[src/ilc_pkg.sv]
// Package for the interrupt level controller: command codes, register offsets
// and the request and response structs.
// No dependencies.
package ilc_pkg;

	localparam int REGISTER_COUNT_DEFAULT = 32;
	localparam int LINE_COUNT = 4;
	localparam int LEVEL_W = 3;

	localparam logic [4:0] ACK_REG_BASE = 5'h04;
	localparam logic [4:0] OTHER_REG_BASE = 5'h08;
	localparam logic [4:0] SOUND_RUN_REG = 5'h16;
	localparam logic [4:0] DSP_CONTROL_REG = 5'h1C;

	typedef enum logic [1:0] {
		CMD_WRITE = 2'd0,
		CMD_READ = 2'd1,
		CMD_VBLANK = 2'd2,
		CMD_SCANLINE = 2'd3
	} cmd_t;

	typedef struct packed {
		cmd_t command;
		logic [4:0] reg_offset;
		logic [7:0] write_data;
	} req_t;

	typedef struct packed {
		logic [7:0] read_data;
		logic [LEVEL_W-1:0] interrupt_level;
		logic [LINE_COUNT-1:0] pending_lines;
		logic [LINE_COUNT-1:0] enabled_lines;
		logic sound_cpu_run;
		logic [7:0] dsp_control;
	} rsp_t;

endpackage

[src/interrupt_level_controller.sv]
// A request transfer moves into stage s1, then into the output register.
// Throughput: one request per cycle while responses are taken; the register file
// memory is read at the request transfer and its registered data feeds the
// output stage. A stalled response does not stop the next request: s1 holds it.
// Reset clears line state, flags and the per-entry valid bits at once; an entry
// never written reads as zero, so no clearing pass is needed.
module interrupt_level_controller
	import ilc_pkg::*;
#(
	parameter int REGISTER_COUNT = REGISTER_COUNT_DEFAULT
) (
	input  logic clk,
	input  logic arst_n,
	input  logic req_valid,
	output logic req_ready,
	input  req_t req,
	output logic rsp_valid,
	input  logic rsp_ready,
	output rsp_t rsp
);

	localparam int IDX_W = $clog2(REGISTER_COUNT);

	logic [7:0] reg_mem_q [REGISTER_COUNT];
	logic [REGISTER_COUNT-1:0] reg_vld_q;

	logic [LINE_COUNT-1:0] en_q, en_n;
	logic [LINE_COUNT-1:0] pend_q, pend_n;
	logic [LINE_COUNT-1:0][LEVEL_W-1:0] lvl_q, lvl_n;
	logic snd_q, snd_n;
	logic [7:0] dsp_q, dsp_n;

	logic valid_s1;
	logic rd_vld_s1;
	logic [7:0] rd_data_s1;
	logic [LINE_COUNT-1:0] en_s1, pend_s1;
	logic [LINE_COUNT-1:0][LEVEL_W-1:0] lvl_s1;
	logic snd_s1;
	logic [7:0] dsp_s1;

	logic out_valid_q;
	rsp_t out_q;

	logic adv, acc;
	logic [IDX_W-1:0] addr;
	logic [LEVEL_W-1:0] best;
	logic [1:0] line;

	assign addr = IDX_W'(req.reg_offset);
	assign line = req.reg_offset[1:0];
	assign adv = valid_s1 && (!out_valid_q || rsp_ready);
	assign req_ready = !valid_s1 || adv;
	assign acc = req_valid && req_ready;
	assign rsp_valid = out_valid_q;
	assign rsp = out_q;

	// Line state after the incoming request has taken effect.
	always_comb begin
		en_n = en_q;
		pend_n = pend_q;
		lvl_n = lvl_q;
		snd_n = snd_q;
		dsp_n = dsp_q;
		case (req.command)
			CMD_WRITE: begin
				if (req.reg_offset < ACK_REG_BASE) begin
					lvl_n[line] = req.write_data[LEVEL_W-1:0];
					en_n[line] = |req.write_data[LEVEL_W-1:0];
					pend_n = pend_q & en_n;
				end else if (req.reg_offset < OTHER_REG_BASE) begin
					pend_n[line] = 1'b0;
				end else if (req.reg_offset == SOUND_RUN_REG) begin
					snd_n = |req.write_data;
				end else if (req.reg_offset == DSP_CONTROL_REG) begin
					dsp_n = req.write_data;
				end
			end
			CMD_READ: begin
			end
			CMD_VBLANK: begin
				pend_n[0] = pend_q[0] | en_q[0];
			end
			CMD_SCANLINE: begin
				pend_n[1] = pend_q[1] | en_q[1];
			end
			default: begin
			end
		endcase
	end

	always_ff @(posedge clk or negedge arst_n) begin
		if (!arst_n) begin
			en_q <= '0;
			pend_q <= '0;
			lvl_q <= '0;
			snd_q <= 1'b0;
			dsp_q <= '0;
			reg_vld_q <= '0;
		end else if (acc) begin
			en_q <= en_n;
			pend_q <= pend_n;
			lvl_q <= lvl_n;
			snd_q <= snd_n;
			dsp_q <= dsp_n;
			if (req.command == CMD_WRITE) begin
				reg_vld_q[addr] <= 1'b1;
			end
		end
	end

	// Register file: one write and one registered read per cycle, on taken requests.
	// One request moves per edge, so a read never meets a write to the same entry.
	always_ff @(posedge clk) begin
		if (acc) begin
			if (req.command == CMD_WRITE) begin
				reg_mem_q[addr] <= req.write_data;
			end
			rd_data_s1 <= reg_mem_q[addr];
		end
	end

	always_ff @(posedge clk) begin
		if (acc) begin
			rd_vld_s1 <= (req.command == CMD_READ) && reg_vld_q[addr];
			en_s1 <= en_n;
			pend_s1 <= pend_n;
			lvl_s1 <= lvl_n;
			snd_s1 <= snd_n;
			dsp_s1 <= dsp_n;
		end
	end

	always_ff @(posedge clk or negedge arst_n) begin
		if (!arst_n) begin
			valid_s1 <= 1'b0;
		end else if (acc) begin
			valid_s1 <= 1'b1;
		end else if (adv) begin
			valid_s1 <= 1'b0;
		end
	end

	always_comb begin
		best = '0;
		for (int i = 0; i < LINE_COUNT; i++) begin
			if (pend_s1[i] && (lvl_s1[i] > best)) begin
				best = lvl_s1[i];
			end
		end
	end

	always_ff @(posedge clk or negedge arst_n) begin
		if (!arst_n) begin
			out_valid_q <= 1'b0;
		end else if (adv) begin
			out_valid_q <= 1'b1;
		end else if (rsp_ready) begin
			out_valid_q <= 1'b0;
		end
	end

	always_ff @(posedge clk) begin
		if (adv) begin
			out_q.read_data <= rd_vld_s1 ? rd_data_s1 : 8'h00;
			out_q.interrupt_level <= best;
			out_q.pending_lines <= pend_s1;
			out_q.enabled_lines <= en_s1;
			out_q.sound_cpu_run <= snd_s1;
			out_q.dsp_control <= dsp_s1;
		end
	end

endmodule

[config.mk]
export PLATFORM = sky130hd
export DESIGN_NAME = interrupt_level_controller
export DESIGN_NICKNAME = d
export VERILOG_FILES = /design/src/ilc_pkg.sv /design/src/interrupt_level_controller.sv
export SDC_FILE = /design/constraint.sdc
export NUM_CORES = 1
export LEC_CHECK = 0
export BUFFER_PORTS_ARGS = -buffer_cell sky130_fd_sc_hd__buf_2
export CELL_PAD_IN_SITES_DETAIL_PLACEMENT = 1
export CELL_PAD_IN_SITES_GLOBAL_PLACEMENT = 1
export CORE_MARGIN = 8
export CORE_UTILIZATION = 58
export DETAILED_ROUTE_END_ITERATION = 10
export PLACE_DENSITY = 0.95
export SETUP_SLACK_MARGIN = 0.02
export SYNTH_ARGS = -nofsm -noshare
export SYNTH_HDL_FRONTEND = slang
export SYNTH_SLANG_ARGS = --single-unit
[constraint.sdc]
create_clock -name clk -period 11.46 [get_ports clk]
set_input_delay 2.292 -clock clk [delete_from_list [all_inputs] [get_ports clk]]
set_output_delay 2.292 -clock clk [all_outputs]
set_load 0.1 [all_outputs]
==> results of run 1 <==
through the flow:
stage	instance area (sq um)	total power, mW	instances	utilization [%]
2_1_floorplan	15300	1.83	839	-
3_3_place_gp	15900	1.90	1192	60.8
3_5_place_dp	15900	1.92	1192	60.8
4_1_cts	17200	3.26	1263	65.9
5_1_grt	17200	3.32	1263	65.9
6_report	17200	3.25	1263	65.9
sequential cells by signal (all words and copies together) (netlist names):
| register | count |
|---|---|
| dsp_q | 8 |
| dsp_s1 | 8 |
| en_q | 4 |
| en_s1 | 4 |
| lvl_q | 12 |
| lvl_s1 | 12 |
| pend_q | 4 |
| pend_s1 | 4 |
| rd_data_s1 | 8 |
| rd_vld_s1 | 1 |
| reg_mem_q | 256 |
| reg_vld_q | 32 |
| rsp | 28 |
| rsp_valid | 1 |
| snd_q | 1 |
| snd_s1 | 1 |
| valid_s1 | 1 |
kinds of logic (layout without fill, tap and decap cells):
family / after synthesis / after routing
fa+ha+maj: 12 / 12
buf+inv: 56 / 145
mux: 115 / 115
compound gates: 71 / 71
flops: 385 / 385
simple gates: 200 / 200
final timing paths:
path | cells past startpoint | startpoint | endpoint | slack [ns]
min reg2reg | 0 | dsp_s1[4] | rsp[4] | 0.42
min | 0 | dsp_s1[4] | rsp[4] | 0.42
max | 3 | rsp_ready | req_ready | 6.13
max in group asynchronous | 2 | arst_n | reg_vld_q[0] | 8.81
max reg2reg | 18 | pend_s1[0] | rsp[17] | 6.38
min in group asynchronous | 2 | arst_n | reg_vld_q[27] | 1.96
layer usage:
metal  wire length (um)  part of all wire, %
met5                  0                    0
met4               1860                  4.5
met3               3640                  8.8
met2              20500                   50
met1              15200                   37
cell usage in the layout (no fill, tap or decap), types with 5 or more instances in the layout:
master | synthesis | layout
edfxtp_1 | 322 | 322
mux4_2 | 63 | 63
dfrtp_1 | 63 | 63
nand2_1 | 60 | 60
buf_2 | 11 | 47
clkbuf_16 | 0 | 40
nor2_1 | 37 | 37
mux2_2 | 34 | 34
or2_2 | 27 | 27
a31oi_1 | 17 | 17
inv_1 | 17 | 16
and2_1 | 14 | 14
ha_1 | 12 | 12
nor2b_1 | 11 | 11
a22oi_1 | 11 | 11
nand2b_1 | 9 | 9
nand3_1 | 9 | 9
o2111ai_1 | 9 | 9
mux4_1 | 9 | 9
buf_4 | 6 | 9
and3_1 | 8 | 8
clkbuf_1 | 16 | 8
mux2i_1 | 7 | 7
clkinv_2 | 1 | 7
a21oi_1 | 6 | 6
o21ai_0 | 6 | 6
bufinv_16 | 0 | 6
o21a_1 | 5 | 5
a32oi_1 | 5 | 5
Yosys cell counts, drive strengths merged, types with 9 or more instances:
cell type,instances
inv,17
mux2,36
dfrtp,63
buf,21
mux4,72
a31oi,17
a22oi,11
ha,12
edfxtp,322
o2111ai,9
nand2,61
or2,30
clkbuf,17
nand2b,9
nor2b,12
nor2,39
nand3,9
and2,14
power by group through the flow:
stage / clock network [mW] / logic, mW / registers, mW
4_1_cts: 1.36 / 0.295 / 1.61
3_3_place_gp: 0 / 0.267 / 1.63
6_report: 1.34 / 0.297 / 1.61
5_1_grt: 1.39 / 0.311 / 1.61
3_5_place_dp: 0 / 0.287 / 1.64
2_1_floorplan: 0 / 0.134 / 1.69
cell type report:
cell class | count | area share, %
flip-flops and latches | 385 | 65.4
multi-input cells | 398 | 22.2
clock buffers | 50 | 6.16
well taps | 335 | 2.44
repair buffers | 56 | 1.76
clock inverters | 21 | 1.59
inverters | 18 | 0.400
==> flow_metrics.env, run 1 <==
export IMPL_ys_ff_latch=385
export IMPL_grt_use_met3_pct=5.35
export IMPL_cts_hold_buffers=0
export IMPL_synth_seq_area_share_pct=73.3
export IMPL_yosysWarnings=0
export IMPL_syn_inst=839
export IMPL_worst_pin_slew_ns=1.30
export IMPL_vias=8550
export IMPL_synth_area_per_cell_sq_um=18.3
export IMPL_synth_fp_nets=870
export IMPL_dr_pass1_iters=7
export IMPL_routed_via_density=6.77
export IMPL_wl_um=41200
export IMPL_yosys_most_used_dff="edfxtp_1"
export IMPL_cts_htree_levels=2
export IMPL_setup_violations=0
export IMPL_n_fill_cell=2135
export IMPL_initial_core_util_pct=58.9
export IMPL_multi_input_comb_area_sq_um=3820
export IMPL_drv_slew=0
export IMPL_clkLatencyLatePin_ns=0.56
export IMPL_fin_tns_setup_ns=0
export IMPL_cpMostUsedCell="buf_2"
export IMPL_async_reset_ff_share_pct=16.4
export IMPL_ys_types=52
export IMPL_skew_ns=0.0415
export IMPL_ctsResizeCount=0
export IMPL_finalWorstSetupSlack_ns=6.13
export IMPL_clock_power_share_pct=41.3
export IMPL_path_delay_family="buffers and inverters"
export IMPL_switchingPower_mw=0.791
export IMPL_cts_tree="built"
export IMPL_io_buffer_count=48
export IMPL_clk_path_buf_depth=3
export IMPL_drtIter0Drc=949
export IMPL_syn_area_sq_um=15300
export IMPL_post_cts_setup_buffer_count=0
export IMPL_powerDensity_nw_per_um2=189
export IMPL_slew_headroom_pct=13.5
export IMPL_p_int_mw=2.46
export IMPL_ctsRootBufferMaster="clkbuf_16"
export IMPL_status="complete, no violations"
export IMPL_coreArea_sq_um=26100
export IMPL_worstPathArrival_ns=3.04
export IMPL_timing_final_crit_share_pct=46.5
export IMPL_num_rows=59
export IMPL_max_cap_violations=0
export IMPL_holdWs_ns=0.422
export IMPL_cp_max_fo=3
export IMPL_synthAdderAreaFrac_pct=0.978
export IMPL_track_usage_pct=26.5
export IMPL_grt_antenna_before_repair=0
export IMPL_die_area_sq_um=31900
export IMPL_worstSetupStartpointType="input pin"
export IMPL_synth_compound_area_share_pct=3.27
export IMPL_synth_xor_area_share_pct=0
export IMPL_final_seq_area_sq_um=11200
export IMPL_cts_buffers=39
export IMPL_hold_class="reg -> reg"
export IMPL_die_w_um=179
export IMPL_grt_overflow_total=0
export IMPL_grt_pass1_wl_um=61500
export IMPL_ios=49
export IMPL_use_met1_pct=33.5
export IMPL_path_cells="buf_2 > nand3b_1 > buf_2"
export IMPL_synth_simple_gate_area_share_pct=6.68
export IMPL_num_nets_final=929
export IMPL_ant_nets=0
export IMPL_diodes=0
export IMPL_switching_share_pct=24.3
export IMPL_synth_top_family_by_area="multiplexers"
export IMPL_synth_top_cell_area_share_pct=63.0
export IMPL_crit_path_end_kind="primary output"
export IMPL_grt_max_degree=64
export IMPL_syn_to_final_growth_pct=11.9
export IMPL_clk_pin_slew_ns=0.06
export IMPL_grt_setup_unrepaired="no"
export IMPL_fmax_mhz=188
export IMPL_synth_mux_area_fraction_pct=13.9
export IMPL_cp_slowest_cell="buf_2"
export IMPL_pre_cts_slack_ns=5.89
export IMPL_top_usage_layer="met2"
export IMPL_crit_required_ns=9.17
export IMPL_wl_per_cell_um=32.6
export IMPL_drive_gt1_share_pct=27.0
export IMPL_use_met2_pct=44.1
export IMPL_finalHoldViolCount=0
export IMPL_cts_sinks=385
export IMPL_p_comb_share_pct=9.1
export IMPL_peakVddDrop_mv=0.176
export IMPL_worstSetupPathType="in -> out"
export IMPL_die_height_um=179
export IMPL_dp_hpwl_um=23800
export IMPL_pwr_share_seq_pct=49.6
export IMPL_yosys_top_cells_area="edfxtp_1 (63%), dfrtp_1 (10%), mux4_2 (9.2%), mux2_2 (2.5%), mux4_1 (1.5%)"
export IMPL_synth_edf_count=322
export IMPL_grt_pass1_vias=9272
export IMPL_period_needed_ns=5.33
export IMPL_critPathMaxStageDelay_ns=0.46
export IMPL_critPathBufInv=2
export IMPL_drc=0
export IMPL_place_congestion=0.853
export IMPL_yosys_area_top_type="edfxtp_1"
export IMPL_cellLeakagePower_nw=6.28
Power figures use the tool's default switching activity.
==> run 2: changes to the inputs <==
Settings changed: CORE_UTILIZATION 58 to 54, PLACE_DENSITY 0.95 to 0.91.
Clock period 11.46 ns to 5.2 ns, I/O delays scaled along.
==> flow_metrics.env, run 2 (synthesis results as in run 1) <==
export IMPL_fin_tns_setup_ns=0
export IMPL_cellLeakagePower_nw=6.32
export IMPL_drv_slew=0
export IMPL_ctsResizeCount=0
export IMPL_finalHoldViolCount=0
export IMPL_largest_register="reg_mem_q"
export IMPL_cts_hold_buffers=0
export IMPL_grt_setup_unrepaired="no"
export IMPL_worst_pin_slew_ns=1.15
export IMPL_syn_to_final_growth_pct=12.4
export IMPL_wl_um=36700
export IMPL_crit_path_end_kind="register"
export IMPL_final_cells=1312
export IMPL_cts_buffers=38
export IMPL_dr_pass1_iters=5
export IMPL_cp_max_fo=5
export IMPL_worstPathArrival_ns=4.81
export IMPL_num_nets_final=935
export IMPL_layout_commonest_cell="edfxtp_1"
export IMPL_place_congestion=0.818
export IMPL_drtIter0Drc=722
export IMPL_num_rows=61
export IMPL_grt_antenna_before_repair=0
export IMPL_largest_reg_flops=256
export IMPL_clk_pin_slew_ns=0.06
export IMPL_cts_sinks=385
export IMPL_drive_gt1_share_pct=27.6
export IMPL_grt_overflow_total=0
export IMPL_grt_pass1_vias=8781
export IMPL_max_cap_violations=0
export IMPL_skew_ns=0.0256
export IMPL_crit_required_ns=5.48
export IMPL_grt_pass1_wl_um=55700
export IMPL_routed_via_density=6.21
export IMPL_drc=0
export IMPL_worstSetupPathType="reg -> reg"
export IMPL_place_inst=1241
export IMPL_fin_area_sq_um=17300
export IMPL_worstSetupStartpointType="register"
export IMPL_die_height_um=185
export IMPL_powerDensity_nw_per_um2=406
export IMPL_slew_headroom_pct=23.3
export IMPL_dp_hpwl_um=22800
export IMPL_ios=49
export IMPL_ctsRootBufferMaster="clkbuf_16"
export IMPL_multi_input_comb_area_sq_um=3820
export IMPL_coreArea_sq_um=27900
export IMPL_grt_max_degree=46
export IMPL_fmax_mhz=221
export IMPL_final_seq_area_sq_um=11200
export IMPL_clk_path_buf_depth=3
export IMPL_diodes=0
export IMPL_final_cell_mix="edfxtp_1 (322), mux4_2 (63), dfrtp_1 (63), nand2_1 (60), buf_2 (47)"
export IMPL_setup_violations=0
export IMPL_clkLatencyLatePin_ns=0.53
export IMPL_die_w_um=185
export IMPL_die_area_sq_um=34100
export IMPL_post_cts_setup_buffer_count=0
export IMPL_cts_htree_levels=2
export IMPL_timing_final_crit_share_pct=87.1
export IMPL_hold_class="reg -> reg"
export IMPL_cts_tree="built"
export IMPL_status="complete, no violations"
export IMPL_ant_nets=0
export IMPL_n_fill_cell=2399
export IMPL_initial_core_util_pct=55.1
export IMPL_period_needed_ns=4.53
export IMPL_io_buffer_count=48
export IMPL_track_usage_pct=22.0
export IMPL_placed_cell_area_sq_um=16000
export IMPL_vias=8148
export IMPL_peakVddDrop_mv=0.305
export IMPL_wl_per_cell_um=28.0
-- run 2: changes by cell type in the layout (fill, tap and decap cells not counted), sizes merged --
cell and delta:
clkinv +4, bufinv -2, clkbuf +1, buf +7, inv -1, clkinvlp -3
-- run 2: worst paths after layout --
kind,start,end,slack (ns),depth (start not counted)
max,pend_s1[0],rsp[17],0.67,18
min,dsp_s1[6],rsp[6],0.42,0
max reg2reg,pend_s1[0],rsp[17],0.67,18
min reg2reg,dsp_s1[6],rsp[6],0.42,0
max in group asynchronous,arst_n,reg_vld_q[25],3.60,2
min in group asynchronous,arst_n,dsp_q[4],0.61,1
-- run 2: area by class of cell --
type / count / share of cell area (%)
Tap cell: 378 / 2.74
Clock inverter: 19 / 1.10
Timing Repair Buffer: 63 / 2.06
Inverter: 18 / 0.399
Sequential cell: 385 / 65.2
Multi-Input combinational cell: 398 / 22.1
Clock buffer: 51 / 6.40
-- run 2: report_power, final --
group / switching, mW / internal (mW) / total (mW)
sequential: 0.0652 / 3.48 / 3.55
clock: 1.14 / 1.69 / 2.83
combinational: 0.430 / 0.191 / 0.621
total: 1.63 / 5.36 / 7.00
-- run 2: metrics by stage --
step / setup slack (ns) / utilization, % / hold WS [ns] / power (mW)
after floorplan: 1.17 / - / 0.400 / 4.03
after global placement: 0.890 / 57.3 / 0.404 / 4.18
after detailed placement: 0.729 / 57.3 / 0.410 / 4.23
after CTS: 0.689 / 61.9 / 0.428 / 7.03
after global routing: 0.387 / 61.9 / 0.438 / 7.18
final: 0.671 / 61.9 / 0.420 / 7.00
-- run 2: per-layer routing --
metal / up-vias / GRT usage (%) / routed length, um
li1: 3423 / - / -
met1: 4319 / 28.0 / 14500
met2: 325 / 37.6 / 18700
met3: 81 / 4.37 / 2390
met4: 0 / 7.16 / 1140
met5: - / 0 / 0
-- run 2: worst max-delay path, stage by stage, from the launching register on --
cell      delay [ns]
edfxtp_1        0.45
and2_1          0.22
ha_1            0.18
nand2b_1        0.14
a32oi_1         0.21
and2_1          0.31
mux2i_1         0.29
inv_1           0.07
ha_1            0.29
nor2b_1         0.15
o211ai_1        0.22
nand3_1         0.12
o211ai_2        0.21
mux2_4          0.34
ha_1            0.28
nand3_1         0.09
nand2_1         0.05
a21oi_1         0.28
mux2_2          0.38
